### src/sv/fts_pkg.sv
`timescale 1ns / 1ps

package fts_pkg;

	// Fixed field widths at the ports
	localparam int PID_W   = 8;
	localparam int SLOT_W  = 4;
	localparam int PORT_TW = 16;
	localparam int REM_W   = 16;
	localparam int NP_W    = 5;
	localparam int SW_W    = 16;

	// Sequencer states
	typedef enum logic [3:0] {
		ST_IDLE = 4'b0001,
		ST_SEL  = 4'b0010,
		ST_UPD  = 4'b0100,
		ST_DONE = 4'b1000
	} state_t;

	// Write strobes into the process table
	typedef struct packed {
		logic load;
		logic upd_wait;
		logic upd_rem;
		logic upd_resp;
	} tbl_wr_t;

endpackage

### src/sv/fts_table.sv
`timescale 1ns / 1ps

module fts_table #(
	parameter int MAX_ENTRIES = 16,
	parameter int TIME_BITS   = 16,
	localparam int IW = (MAX_ENTRIES > 1) ? $clog2(MAX_ENTRIES) : 1
) (
	input  logic                          clk,
	input  logic [IW-1:0]                 raddr,
	input  logic [IW-1:0]                 waddr,
	input  fts_pkg::tbl_wr_t              wr,
	input  logic [fts_pkg::PID_W-1:0]     w_pid,
	input  logic [TIME_BITS-1:0]          w_arr,
	input  logic [fts_pkg::REM_W-1:0]     w_rem,
	input  logic [TIME_BITS-1:0]          w_resp,
	input  logic [TIME_BITS-1:0]          w_wait,
	input  logic [TIME_BITS-1:0]          w_max,
	output logic [fts_pkg::PID_W-1:0]     r_pid,
	output logic [TIME_BITS-1:0]          r_arr,
	output logic [fts_pkg::REM_W-1:0]     r_rem,
	output logic [TIME_BITS-1:0]          r_resp,
	output logic [TIME_BITS-1:0]          r_wait,
	output logic [TIME_BITS-1:0]          r_max
);

	logic [fts_pkg::PID_W-1:0] pid_mem  [MAX_ENTRIES];
	logic [TIME_BITS-1:0]      arr_mem  [MAX_ENTRIES];
	logic [fts_pkg::REM_W-1:0] rem_mem  [MAX_ENTRIES];
	logic [TIME_BITS-1:0]      resp_mem [MAX_ENTRIES];
	logic [TIME_BITS-1:0]      wait_mem [MAX_ENTRIES];
	logic [TIME_BITS-1:0]      max_mem  [MAX_ENTRIES];

	// Write one entry, read one entry each cycle
	always_ff @(posedge clk) begin
		if (wr.load) begin
			pid_mem[waddr] <= w_pid;
			arr_mem[waddr] <= w_arr;
		end
		if (wr.load || wr.upd_rem) begin
			rem_mem[waddr] <= w_rem;
		end
		if (wr.load || wr.upd_resp) begin
			resp_mem[waddr] <= w_resp;
		end
		if (wr.load || wr.upd_wait) begin
			wait_mem[waddr] <= w_wait;
			max_mem[waddr]  <= w_max;
		end
		r_pid  <= pid_mem[raddr];
		r_arr  <= arr_mem[raddr];
		r_rem  <= rem_mem[raddr];
		r_resp <= resp_mem[raddr];
		r_wait <= wait_mem[raddr];
		r_max  <= max_mem[raddr];
	end

endmodule

### src/sv/fts_core.sv
`timescale 1ns / 1ps

module fts_core #(
	parameter int MAX_ENTRIES = 16,
	parameter int TIME_BITS   = 16,
	localparam int IW = (MAX_ENTRIES > 1) ? $clog2(MAX_ENTRIES) : 1,
	localparam int CW = $clog2(MAX_ENTRIES + 1),
	localparam int NW = (CW > fts_pkg::NP_W) ? CW : fts_pkg::NP_W
) (
	input  logic                            clk,
	input  logic                            arst_n,
	input  logic [fts_pkg::NP_W-1:0]        num_processes,
	input  logic                            start,
	input  logic                            mode,
	input  logic [fts_pkg::SLOT_W-1:0]      slot,
	input  logic [fts_pkg::PID_W-1:0]       proc_id,
	input  logic [fts_pkg::PORT_TW-1:0]     arrive_tick,
	input  logic [fts_pkg::REM_W-1:0]       burst_time,
	output logic                            busy,
	// table side
	output logic [IW-1:0]                   tbl_raddr,
	output logic [IW-1:0]                   tbl_waddr,
	output fts_pkg::tbl_wr_t                tbl_wr,
	output logic [fts_pkg::PID_W-1:0]       tbl_wpid,
	output logic [TIME_BITS-1:0]            tbl_warr,
	output logic [fts_pkg::REM_W-1:0]       tbl_wrem,
	output logic [TIME_BITS-1:0]            tbl_wresp,
	output logic [TIME_BITS-1:0]            tbl_wwait,
	output logic [TIME_BITS-1:0]            tbl_wmax,
	input  logic [fts_pkg::PID_W-1:0]       rd_pid,
	input  logic [TIME_BITS-1:0]            rd_arr,
	input  logic [fts_pkg::REM_W-1:0]       rd_rem,
	input  logic [TIME_BITS-1:0]            rd_resp,
	input  logic [TIME_BITS-1:0]            rd_wait,
	input  logic [TIME_BITS-1:0]            rd_max,
	// results
	output logic                            result_valid,
	output logic [fts_pkg::PORT_TW-1:0]     tick_time,
	output logic                            idle,
	output logic [fts_pkg::PID_W-1:0]       running_id,
	output logic                            finished,
	output logic [fts_pkg::PORT_TW-1:0]     done_tick,
	output logic [fts_pkg::PORT_TW-1:0]     response_delay,
	output logic [fts_pkg::PORT_TW-1:0]     longest_wait,
	output logic [fts_pkg::SW_W-1:0]        switch_count,
	output logic                            all_done
);

	localparam logic [TIME_BITS-1:0]     TMAX  = '1;
	localparam logic [fts_pkg::SW_W-1:0] SWMAX = '1;

	fts_pkg::state_t state_q;

	logic [CW-1:0]              scan_q;
	logic                       v_s1;
	logic [IW-1:0]              idx_s1;
	logic                       rv_q;
	logic [IW-1:0]              run_q;
	logic                       prev_v_q;
	logic [fts_pkg::PID_W-1:0]  prev_pid_q;
	logic [fts_pkg::SW_W-1:0]   sw_q;
	logic [MAX_ENTRIES-1:0]     done_q;
	logic [MAX_ENTRIES-1:0]     started_q;
	logic                       found_q;
	logic                       fin_q;
	logic [TIME_BITS-1:0]       now_q;
	logic [TIME_BITS-1:0]       best_arr_q;
	logic [fts_pkg::PID_W-1:0]  best_pid_q;
	logic [IW-1:0]              best_idx_q;
	logic [fts_pkg::PID_W-1:0]  run_pid_q;
	logic [TIME_BITS-1:0]       resp_out_q;
	logic [TIME_BITS-1:0]       lw_q;

	logic [NW-1:0]              np_w;
	logic [CW-1:0]              n_use;
	logic [MAX_ENTRIES-1:0]     use_mask;
	logic                       issue;
	logic                       slot_ok;
	logic                       do_load;
	logic                       do_tick;
	logic                       run_stale;
	logic                       le_t;
	logic                       elig;
	logic                       better;
	logic                       found_d;
	logic [TIME_BITS-1:0]       best_arr_d;
	logic [fts_pkg::PID_W-1:0]  best_pid_d;
	logic [IW-1:0]              best_idx_d;
	logic                       proc_upd;
	logic                       is_run;
	logic [fts_pkg::REM_W-1:0]  rem_new;
	logic [TIME_BITS-1:0]       t_minus_arr;
	logic [TIME_BITS-1:0]       w_inc;
	logic [TIME_BITS-1:0]       max_new;
	logic [TIME_BITS-1:0]       t_inc;
	logic [fts_pkg::SW_W-1:0]   sw_inc;

	// Clamp the entry count to 1 .. MAX_ENTRIES
	always_comb begin
		np_w = NW'(num_processes);
		if (np_w == '0) begin
			n_use = CW'(1);
		end else if (np_w > NW'(MAX_ENTRIES)) begin
			n_use = CW'(MAX_ENTRIES);
		end else begin
			n_use = CW'(np_w);
		end
		for (int i = 0; i < MAX_ENTRIES; i++) begin
			use_mask[i] = (CW'(i) < n_use);
		end
	end

	assign busy      = (state_q != fts_pkg::ST_IDLE);
	assign issue     = (scan_q < n_use);
	assign tbl_raddr = scan_q[IW-1:0];
	assign slot_ok   = (32'(slot) < MAX_ENTRIES);
	assign do_load   = (state_q == fts_pkg::ST_IDLE) && start && !mode && slot_ok;
	assign do_tick   = (state_q == fts_pkg::ST_IDLE) && start && mode;
	assign run_stale = rv_q && ((CW'(run_q) >= n_use) || done_q[run_q]);

	// Shared compare and arithmetic on the entry read back from the table
	assign le_t        = (rd_arr <= now_q);
	assign t_minus_arr = now_q - rd_arr;
	assign w_inc       = (rd_wait == TMAX) ? rd_wait : rd_wait + TIME_BITS'(1);
	assign max_new     = (w_inc > rd_max) ? w_inc : rd_max;
	assign rem_new     = (rd_rem == '0) ? rd_rem : rd_rem - fts_pkg::REM_W'(1);
	assign t_inc       = (now_q == TMAX) ? now_q : now_q + TIME_BITS'(1);
	assign sw_inc      = (sw_q == SWMAX) ? sw_q : sw_q + fts_pkg::SW_W'(1);

	// Selection: earliest arrival, then lowest pid
	always_comb begin
		elig   = v_s1 && !done_q[idx_s1] && le_t;
		better = elig && (!found_q || (rd_arr < best_arr_q) ||
			((rd_arr == best_arr_q) && (rd_pid < best_pid_q)));
		found_d    = found_q | better;
		best_arr_d = better ? rd_arr : best_arr_q;
		best_pid_d = better ? rd_pid : best_pid_q;
		best_idx_d = better ? idx_s1 : best_idx_q;
	end

	// Update pass decode
	assign proc_upd = (state_q == fts_pkg::ST_UPD) && v_s1 && !done_q[idx_s1];
	assign is_run   = rv_q && (idx_s1 == run_q);

	// Drive table writes
	always_comb begin
		tbl_wr    = '0;
		tbl_waddr = idx_s1;
		tbl_wpid  = proc_id;
		tbl_warr  = TIME_BITS'(arrive_tick);
		tbl_wrem  = rem_new;
		tbl_wresp = t_minus_arr;
		tbl_wwait = is_run ? '0 : w_inc;
		tbl_wmax  = is_run ? rd_max : max_new;
		if (do_load) begin
			tbl_wr.load = 1'b1;
			tbl_waddr   = IW'(slot);
			tbl_wrem    = burst_time;
			tbl_wresp   = '0;
			tbl_wwait   = '0;
			tbl_wmax    = '0;
		end else if (proc_upd) begin
			if (is_run) begin
				tbl_wr.upd_wait = 1'b1;
				tbl_wr.upd_rem  = 1'b1;
				tbl_wr.upd_resp = !started_q[idx_s1];
			end else begin
				tbl_wr.upd_wait = le_t;
			end
		end
	end

	// Sequencer and control state
	always_ff @(posedge clk or negedge arst_n) begin
		if (!arst_n) begin
			state_q      <= fts_pkg::ST_IDLE;
			scan_q       <= '0;
			v_s1         <= 1'b0;
			rv_q         <= 1'b0;
			run_q        <= '0;
			prev_v_q     <= 1'b0;
			prev_pid_q   <= '0;
			sw_q         <= '0;
			done_q       <= '0;
			started_q    <= '0;
			found_q      <= 1'b0;
			fin_q        <= 1'b0;
			now_q        <= '0;
			result_valid <= 1'b0;
		end else begin
			result_valid <= 1'b0;
			case (state_q)
				fts_pkg::ST_IDLE: begin
					v_s1 <= 1'b0;
					if (do_load) begin
						done_q[IW'(slot)]    <= 1'b0;
						started_q[IW'(slot)] <= 1'b0;
						if (rv_q && (run_q == IW'(slot))) begin
							rv_q <= 1'b0;
						end
					end else if (do_tick) begin
						rv_q    <= rv_q && !run_stale;
						found_q <= 1'b0;
						fin_q   <= 1'b0;
						scan_q  <= '0;
						state_q <= (rv_q && !run_stale) ? fts_pkg::ST_UPD : fts_pkg::ST_SEL;
					end
				end
				fts_pkg::ST_SEL: begin
					found_q <= found_d;
					if (issue) begin
						scan_q <= scan_q + CW'(1);
						v_s1   <= 1'b1;
					end else begin
						// last entry compared: take the winner
						v_s1    <= 1'b0;
						scan_q  <= '0;
						state_q <= fts_pkg::ST_UPD;
						if (found_d) begin
							rv_q  <= 1'b1;
							run_q <= best_idx_d;
							if (!prev_v_q || (prev_pid_q != best_pid_d)) begin
								sw_q       <= sw_inc;
								prev_v_q   <= 1'b1;
								prev_pid_q <= best_pid_d;
							end
						end
					end
				end
				fts_pkg::ST_UPD: begin
					if (proc_upd && is_run) begin
						started_q[idx_s1] <= 1'b1;
						if (rem_new == '0) begin
							done_q[idx_s1] <= 1'b1;
							fin_q          <= 1'b1;
						end
					end
					if (issue) begin
						scan_q <= scan_q + CW'(1);
						v_s1   <= 1'b1;
					end else begin
						v_s1    <= 1'b0;
						state_q <= fts_pkg::ST_DONE;
					end
				end
				fts_pkg::ST_DONE: begin
					result_valid <= 1'b1;
					now_q        <= t_inc;
					rv_q         <= rv_q && !fin_q;
					if (!rv_q) begin
						prev_v_q <= 1'b0;
					end
					state_q <= fts_pkg::ST_IDLE;
				end
				default: begin
					state_q <= fts_pkg::ST_IDLE;
				end
			endcase
		end
	end

	// Scan stage, best candidate and result payload
	always_ff @(posedge clk) begin
		idx_s1 <= scan_q[IW-1:0];
		if (state_q == fts_pkg::ST_SEL) begin
			best_arr_q <= best_arr_d;
			best_pid_q <= best_pid_d;
			best_idx_q <= best_idx_d;
		end
		if (proc_upd && is_run) begin
			run_pid_q  <= rd_pid;
			resp_out_q <= started_q[idx_s1] ? rd_resp : t_minus_arr;
			lw_q       <= rd_max;
		end
		if (state_q == fts_pkg::ST_DONE) begin
			tick_time      <= fts_pkg::PORT_TW'(now_q);
			idle           <= !rv_q;
			running_id     <= rv_q ? run_pid_q : '0;
			finished       <= fin_q;
			done_tick      <= fin_q ? fts_pkg::PORT_TW'(t_inc) : '0;
			response_delay <= fin_q ? fts_pkg::PORT_TW'(resp_out_q) : '0;
			longest_wait   <= fin_q ? fts_pkg::PORT_TW'(lw_q) : '0;
			switch_count   <= sw_q;
			all_done       <= &(done_q | ~use_mask);
		end
	end

endmodule

### src/sv/fcfs_tick_scheduler.sv
`timescale 1ns / 1ps

// First-come-first-served process scheduler, one time tick per command.
// Load command (start with mode 0): writes slot's pid, arrival and burst into
// the process table in the accept cycle; busy stays low and no result follows.
// Tick command (start with mode 1): busy rises for the tick. If nothing is
// running, one pass over the n entries in use picks the arrived, unfinished
// entry with the earliest arrival (lowest pid on a tie); a second pass runs
// that entry for one tick and updates the wait streaks of the others.
// Each pass reads one table entry per cycle through the table read port
// (n = num_processes, clamped to 1..MAX_ENTRIES); a tick that finds an
// entry already running skips the selection pass.
// The result is on the outputs for the single cycle in which result_valid is
// high; the receiver cannot stall it, and busy is low again in that cycle.
// cfg_we writes num_processes from cfg_data; write it only while idle.
// Reset clears time, counters, the running slot and the finished flags, and
// sets num_processes to 1; table contents are undefined until loaded.
module fcfs_tick_scheduler #(
	parameter int MAX_ENTRIES = 16,
	parameter int TIME_BITS   = 16
) (
	input  logic                            clk,
	input  logic                            arst_n,
	input  logic                            cfg_we,
	input  logic [fts_pkg::NP_W-1:0]        cfg_data,
	input  logic                            start,
	input  logic                            mode,
	input  logic [fts_pkg::SLOT_W-1:0]      slot,
	input  logic [fts_pkg::PID_W-1:0]       proc_id,
	input  logic [fts_pkg::PORT_TW-1:0]     arrive_tick,
	input  logic [fts_pkg::REM_W-1:0]       burst_time,
	output logic                            busy,
	output logic                            result_valid,
	output logic [fts_pkg::PORT_TW-1:0]     tick_time,
	output logic                            idle,
	output logic [fts_pkg::PID_W-1:0]       running_id,
	output logic                            finished,
	output logic [fts_pkg::PORT_TW-1:0]     done_tick,
	output logic [fts_pkg::PORT_TW-1:0]     response_delay,
	output logic [fts_pkg::PORT_TW-1:0]     longest_wait,
	output logic [fts_pkg::SW_W-1:0]        switch_count,
	output logic                            all_done
);

	localparam int IW = (MAX_ENTRIES > 1) ? $clog2(MAX_ENTRIES) : 1;

	logic [fts_pkg::NP_W-1:0]  num_proc_q;

	logic [IW-1:0]             tbl_raddr;
	logic [IW-1:0]             tbl_waddr;
	fts_pkg::tbl_wr_t          tbl_wr;
	logic [fts_pkg::PID_W-1:0] tbl_wpid;
	logic [TIME_BITS-1:0]      tbl_warr;
	logic [fts_pkg::REM_W-1:0] tbl_wrem;
	logic [TIME_BITS-1:0]      tbl_wresp;
	logic [TIME_BITS-1:0]      tbl_wwait;
	logic [TIME_BITS-1:0]      tbl_wmax;
	logic [fts_pkg::PID_W-1:0] rd_pid;
	logic [TIME_BITS-1:0]      rd_arr;
	logic [fts_pkg::REM_W-1:0] rd_rem;
	logic [TIME_BITS-1:0]      rd_resp;
	logic [TIME_BITS-1:0]      rd_wait;
	logic [TIME_BITS-1:0]      rd_max;

	// Hold the entry count register
	always_ff @(posedge clk or negedge arst_n) begin
		if (!arst_n) begin
			num_proc_q <= fts_pkg::NP_W'(1);
		end else if (cfg_we) begin
			num_proc_q <= cfg_data;
		end
	end

	fts_table #(
		.MAX_ENTRIES (MAX_ENTRIES),
		.TIME_BITS   (TIME_BITS)
	) u_table (
		.clk    (clk),
		.raddr  (tbl_raddr),
		.waddr  (tbl_waddr),
		.wr     (tbl_wr),
		.w_pid  (tbl_wpid),
		.w_arr  (tbl_warr),
		.w_rem  (tbl_wrem),
		.w_resp (tbl_wresp),
		.w_wait (tbl_wwait),
		.w_max  (tbl_wmax),
		.r_pid  (rd_pid),
		.r_arr  (rd_arr),
		.r_rem  (rd_rem),
		.r_resp (rd_resp),
		.r_wait (rd_wait),
		.r_max  (rd_max)
	);

	fts_core #(
		.MAX_ENTRIES (MAX_ENTRIES),
		.TIME_BITS   (TIME_BITS)
	) u_core (
		.clk            (clk),
		.arst_n         (arst_n),
		.num_processes  (num_proc_q),
		.start          (start),
		.mode           (mode),
		.slot           (slot),
		.proc_id        (proc_id),
		.arrive_tick    (arrive_tick),
		.burst_time     (burst_time),
		.busy           (busy),
		.tbl_raddr      (tbl_raddr),
		.tbl_waddr      (tbl_waddr),
		.tbl_wr         (tbl_wr),
		.tbl_wpid       (tbl_wpid),
		.tbl_warr       (tbl_warr),
		.tbl_wrem       (tbl_wrem),
		.tbl_wresp      (tbl_wresp),
		.tbl_wwait      (tbl_wwait),
		.tbl_wmax       (tbl_wmax),
		.rd_pid         (rd_pid),
		.rd_arr         (rd_arr),
		.rd_rem         (rd_rem),
		.rd_resp        (rd_resp),
		.rd_wait        (rd_wait),
		.rd_max         (rd_max),
		.result_valid   (result_valid),
		.tick_time      (tick_time),
		.idle           (idle),
		.running_id     (running_id),
		.finished       (finished),
		.done_tick      (done_tick),
		.response_delay (response_delay),
		.longest_wait   (longest_wait),
		.switch_count   (switch_count),
		.all_done       (all_done)
	);

endmodule
### config.mk
export PLATFORM = sky130hd
export DESIGN_NAME = fcfs_tick_scheduler
export DESIGN_NICKNAME = d
export VERILOG_FILES = /design/src/sv/fts_pkg.sv /design/src/sv/fts_table.sv /design/src/sv/fts_core.sv /design/src/sv/fcfs_tick_scheduler.sv
export SDC_FILE = /design/constraint.sdc
export NUM_CORES = 2
export LEC_CHECK = 0
export BUFFER_PORTS_ARGS = -buffer_cell sky130_fd_sc_hd__clkbuf_2
export CORE_MARGIN = 10
export CORE_UTILIZATION = 31
export CTS_CLUSTER_SIZE = 24
export DETAILED_ROUTE_END_ITERATION = 10
export HOLD_SLACK_MARGIN = 0.06
export MAX_ROUTING_LAYER = met4
export PLACE_DENSITY_LB_ADDON = 0.12
export SETUP_SLACK_MARGIN = 0.05
export SLEW_MARGIN = 15
export SYNTH_ARGS = -nofsm -noshare
export SYNTH_HDL_FRONTEND = slang
export SYNTH_SLANG_ARGS = --single-unit
### constraint.sdc
create_clock -name clk -period 19.4 [get_ports clk]
set_clock_uncertainty 0.2 [all_clocks]
set_input_delay 3.88 -clock clk [delete_from_list [all_inputs] [get_ports clk]]
set_output_delay 3.88 -clock clk [all_outputs]
set_load 0.005 [all_outputs]
==> After elaboration in Yosys (flattened, before gate mapping) <==
Memory sizes are Yosys's and may differ from the RTL's. A register that Yosys moved wholly into a read port is not among the register bits.
Index checks and enable logic that the tools add are counted.
{ "classes": {"n_addsub": 6, "multipliers": 0, "div": 0, "n_lt_le_gt_ge": 28, "n_eq_ne": 25, "n_shift": 0, "mux": 77, "n_bitwise": 10, "n_reduce_logical": 55} }
{ "ops": {"columns": ["operator", "count"], "rows": [
  ["16-bit 2-to-1 mux", 16],
  ["16-bit case mux with 2 select lines", 2],
  ["16-bit by 1-bit adder with 16-bit output, second input constant", 3],
  ["16-bit equality test, second input constant", 3],
  ["16-bit bitwise OR", 3],
  ["4-bit by 5-bit less-than comparator with 1-bit output, first input constant", 8],
  ["16-bit AND", 2],
  ["16-bit zero test", 2],
  ["16-bit inverter", 2],
  ["1-bit 2-to-1 mux", 30],
  ["5-bit 2-to-1 mux", 6],
  ["4-bit 2-to-1 mux", 6],
  ["3-bit by 5-bit less-than comparator with 1-bit output, first input constant", 4],
  ["5-bit AND reduction", 4],
  ["1-bit logical AND", 17],
  ["16-bit equality test", 1],
  ["16-bit greater-than comparator", 1],
  ["16-bit less-or-equal comparator", 1],
  ["16-bit less-than comparator", 1],
  ["16-bit AND reduction", 1],
  ["4-bit AND reduction", 4],
  ["16-bit by 1-bit subtractor with 16-bit output, second input constant", 1],
  ["16-bit subtractor", 1],
  ["4-bit by 5-bit less-than comparator with 1-bit output, second input constant", 3],
  ["38 further kinds", 79]
]} }
{ "totals": {"ff_bits": 259, "latchBits": 0, "ram_bits": 1408, "romBits": 0, "input_bits": 54, "out_inout_bits": 93, "wordCells": 238, "memories": 6} }
{ "memory_table": {"columns": ["name", "words", "width", "rd", "rd_ports_with_merged_regs", "wr", "line", "source"], "rows": [
  ["u_table.arr_mem", 16, 16, 1, 1, 1, "fts_table.sv:27", "logic [TIME_BITS-1:0] arr_mem [MAX_ENTRIES];"],
  ["u_table.max_mem", 16, 16, 1, 1, 1, "fts_table.sv:31", "logic [TIME_BITS-1:0] max_mem [MAX_ENTRIES];"],
  ["u_table.rem_mem", 16, 16, 1, 1, 1, "fts_table.sv:28", "logic [fts_pkg::REM_W-1:0] rem_mem [MAX_ENTRIES];"],
  ["u_table.resp_mem", 16, 16, 1, 1, 1, "fts_table.sv:29", "logic [TIME_BITS-1:0] resp_mem [MAX_ENTRIES];"],
  ["u_table.wait_mem", 16, 16, 1, 1, 1, "fts_table.sv:30", "logic [TIME_BITS-1:0] wait_mem [MAX_ENTRIES];"],
  ["u_table.pid_mem", 16, 8, 1, 1, 1, "fts_table.sv:26", "logic [fts_pkg::PID_W-1:0] pid_mem [MAX_ENTRIES];"]
]} }

==> Depth between registers and ports, before layout <==
{ "logic_depth": {"ltp_word": 13, "mapped_depth": 21, "mapped_depth_nobuf": 19} }

==> By module <==
A second synthesis with hierarchy kept.
{ "unflattened": {"cells_unflattened": 3705, "area_unflattened_um2": 69045.0} }
{ "by_module_without_submodules": {"columns": ["module", "instances", "cells_per_inst", "area_each_um2", "seq_area_each_um2"], "rows": [
  ["fts_table", 1, 2327, 54618.6, 44042.2],
  ["fts_core", 1, 1368, 14243.7, 7133.1],
  ["fcfs_tick_scheduler", 1, 10, 182.7, 126.4]
]} }

==> Worst setup path after synthesis <==
OpenSTA, ideal clock, no wires.
{ "synth_timing": {"path_kind": "input port to flip-flop", "from": "input start", "to": "memory u_table.max_mem[0][0], enable pin", "setup_time_ns": 0.421, "t_arrival_ns": 6.458, "required_time_ns": 18.779, "slack_ns": 12.321, "stages": 7, "path_buffers": 1, "path_cell_list": "nand4b_1 > nand2b_1 > clkbuf_1 > nor3_1 > nor2_1 > or2_2 > nor2_1"} }
{ "synth_between": {"elab_chain_len": 6, "elab_cells_between_ends": 8, "cone_classes": "mux (5); reduce/logical (3)"} }
{ "synth_rtl": {"columns": ["item", "line", "source"], "rows": [
  ["start: declaration", "fcfs_tick_scheduler.sv:26", "input logic start,"],
  ["1-bit logical AND (*) (2 in a row)", "fts_core.sv:117", "assign do_load = (state_q == fts_pkg::ST_IDLE) && start && !mode && slot_ok;"],
  ["1-bit 2-to-1 mux / 3-bit 2-to-1 mux (equally long branches)", "fts_core.sv:155", "if (do_load) begin"],
  ["1-bit logical OR", "fts_table.sv:45", "if (wr.load || wr.upd_wait) begin"],
  ["1-bit 2-to-1 mux", "fts_table.sv:45", null],
  ["1-bit 2-to-1 mux (not written as such)", "fts_table.sv:47", "max_mem[waddr] <= w_max;"],
  ["end: declaration", "fts_table.sv:31", null]
]} }
Every way passes the cells marked *; elsewhere a longest branch is shown, timed or not.

==> Final worst setup path <==
{ "layout_timing": {"from": "input start", "to": "memory u_table.resp_mem[1][9], enable pin"} }
{ "layout_between": {"elab_chain_len": 6, "elab_cells_between_ends": 8, "cone_classes": "mux (5); reduce/logical (3)"} }
{ "layout_rtl": {"columns": ["item", "line", "source"], "rows": [
  ["1-bit logical AND (*) (2 in a row)", "fts_core.sv:117", null],
  ["1-bit 2-to-1 mux / 3-bit 2-to-1 mux (equally long branches)", "fts_core.sv:155", null],
  ["1-bit logical OR", "fts_table.sv:42", "if (wr.load || wr.upd_resp) begin"],
  ["1-bit 2-to-1 mux", "fts_table.sv:42", null],
  ["1-bit 2-to-1 mux (not written as such)", "fts_table.sv:43", "resp_mem[waddr] <= w_resp;"],
  ["end: declaration", "fts_table.sv:29", null]
]} }
Marks and branches as above.

==> results.tsv <==
metric	value	unit
status	completed	
dieArea	241000	sq um
synthArstFlopShare	0.0547	
post_cts_buffers	0	
areaGrowthSynthToFinish	16.5	%
setup_ws	12.88	ns
powerDensity	142	nW/um^2
synthesis.area	68700	sq um
multi_input_area	16800	sq um
timing.fmax	153	MHz
synth_edf_count	1567	
clock-sinks	1755	
numCtsBuffers	195	
grt_max_degree	98	
postSynthAreaPerCell	19.9	sq um
post-route-period-util	0.336	
first_global_vias	34700	
syn-num-nets	3569	
grt_antenna_before_repair	24	
cp_max_fo	40	
cp-start-kind	input port	
dieHeight	491	um
endpoint_kind	register	
start_util	0.312	
io_pins	147	
core_area	220000	sq um
ctsHoldBuffers	0	
ctsHtreeMaxLevel	4	
drive_gt1_frac	0.281	
yosys_warnings	0	
grt.total_usage	0.149	
slew_viol_final	0	
clk_latency	0.84	ns
root_buffer	clkbuf_16	
slew_headroom	0.255	
leakage	25.7	nW
num_vias	33000	
yosysUniqueCellTypes	68	
avgRoutedWirePerCell	25.8	um
post-place-ws	11.98	ns
cp.arrival	6.75	ns
synth-main-ff-cell	edfxtp_1	
synth_seq_cells	1755	
place_congestion	0.759	
setup_violations	0	
critPathRequiredTime	19.63	ns
vias_per_cell	4.81	
ir_drop	0.000108	V
finalPower	11.4	mW
placed_cell_area	73700	sq um
hold_path_class	register to register	
dp_hpwl	107000	um
clkSlewWorstSetupHoldPaths	0.06	ns
routed_wl	177000	um
r2r_cells	19	
synthCells	3445	
seq_area	51300	sq um
rsz0062_at_grt	no	
final_area	80000	sq um
finalNetCount	3852	
grt_pass1_wl	258000	um
drtAntennaViolNets	0	
layout_min_cycle_time	6.52	ns
tritoncts	built	
fill_cells	20400	
r2r_slack	13.54	ns
drtIter0Drc	2399	
dieWidth	491	um
yosysSeqAreaShare	0.747	
numPortBuffers	146	
worst_pin_slew	1.11	ns
max_cap_violations	0	
hold_violations	0	
tns	0	ns
grt.overflow.total	0	
crit_type	input port to register	
num_rows	172	
min_path_cells	0	
drc	0	
clockBufferDepth	3	
cts_resized	0	
drtPass1Iterations	5	
[path summary, 6_finish.rpt]
kind / startpoint / end
min in group asynchronous: arst_n / u_core.sw_q[2]$_DFFE_PN0P_
worst min register to register: u_table.r_arr[7]$_DFF_P_ / u_core.best_arr_q[7]$_DFFE_PP_
max in group asynchronous: arst_n / u_core.scan_q[1]$_DFFE_PN0P_
worst max register to register: u_table.r_wait[4]$_DFF_P_ / u_table.max_mem[13][9]$_DFFE_PP_
worst min-delay path: u_table.r_arr[7]$_DFF_P_ / u_core.best_arr_q[7]$_DFFE_PP_
worst max-delay path: start / u_table.resp_mem[1][9]$_DFFE_PP_
[placed cells by master (no fill, tap or decap), drive strengths merged, types with 7 or more instances in the layout]
cell    count
nor2      180
mux2       31
ha         69
bufinv     10
dfrtp      94
o31ai      12
xor2       53
and3       17
a21oi      66
mux4      455
buf        96
nand4      14
clkinv     80
o21ai      83
inv        98
nand2     121
nor2b      11
or2         7
a21o       10
nand3      46
edfxtp   1567
nand2b     21
a31oi      15
dfxtp      92
nor4       22
and2       59
nor3       26
clkbuf    416
a211oi     18
xnor2      39
or3        10
[sequential cells by signal, indices dropped and copies added, names as in the netlist, 128 cells and up]
register,cells
u_table.resp_mem,256
u_table.max_mem,256
u_table.rem_mem,256
u_table.pid_mem,128
u_table.wait_mem,256
u_table.arr_mem,256
[synthesized netlist by cell type (3+ instances only)]
cell type / count / share of area
edfxtp_1: 1567 / 0.69
mux4_2: 455 / 0.15
nor2_1: 180 / 0.0098
nand2_1: 121 / 0.0066
clkbuf_1: 111 / 0.0061
dfrtp_1: 94 / 0.034
dfxtp_1: 92 / 0.027
inv_1: 92 / 0.0050
o21ai_0: 83 / 0.0060
ha_1: 69 / 0.013
a21oi_1: 66 / 0.0048
and2_1: 58 / 0.0053
xor2_1: 53 / 0.0068
nand3_1: 46 / 0.0034
buf_1: 39 / 0.0021
xnor2_1: 39 / 0.0050
mux2_2: 31 / 0.0051
nor3_1: 25 / 0.0018
nor4_1: 21 / 0.0019
nand2b_1: 20 / 0.0018
a211oi_1: 18 / 0.0020
and3_1: 17 / 0.0015
a31oi_1: 14 / 0.0013
nand4_1: 14 / 0.0013
o31ai_1: 12 / 0.0013
nor2b_1: 11 / 0.0010
a21o_1: 10 / 0.0011
or3_1: 10 / 0.00091
or2_2: 7 / 0.00064
o21a_1: 5 / 0.00055
a41oi_1: 4 / 0.00051
and4_1: 4 / 0.00051
mux2i_1: 4 / 0.00058
nand3b_1: 4 / 0.00044
nor3b_1: 4 / 0.00044
a32o_1: 3 / 0.00044
buf_2: 3 / 0.00022
o22ai_1: 3 / 0.00027
[per-stage QoR]
| step | utilization | std cells | hold slack [ns] |
|---|---|---|---|
| after global placement | 0.335 | 6489 | 0.269 |
| after floorplan | - | 3445 | 0.172 |
| final | 0.363 | 6865 | 0.276 |
| after CTS | 0.363 | 6859 | 0.274 |
| after global routing | 0.363 | 6864 | 0.282 |
| after detailed placement | 0.335 | 6489 | 0.260 |
[kinds of logic after synthesis]
family,share of synthesized area
compound gates,0.0207
xor+xnor,0.0117
fa+ha+maj,0.0129
buf+inv,0.0138
flops,0.747
mux,0.155
simple gates,0.0391
[worst max-delay path, cell delays in order]
cell and delay [ns]:
clkbuf_2 0.18, nand4b_1 0.27, nand2b_4 0.54, nor3_1 0.39, nor2_1 0.10, or2_2 0.46
nor2_2 0.88
[area by class of cell]
type                    instances  area share
flip-flops and latches       1755       0.642
clock buffers                 271      0.0667
inverters                      94     0.00444
diodes                          6    0.000188
well taps                    2958      0.0463
multi-input cells            1441       0.210
repair buffers                241      0.0186
clock inverters                99      0.0122
[where the power goes]
part           internal, mW  switching [mW]
logic                  1.02            1.59
registers              4.94           0.208
clock network          2.07            1.54
total                  8.03            3.34
[layer usage]
metal,wire length [um],vias up,global-route usage
met1,81600,17500,0.203
li1,-,14500,-
met3,7700,250,0.0270
met5,0,-,-
met2,84300,722,0.232
met4,3700,0,0.0365
(Power assumes the default switching activity.)
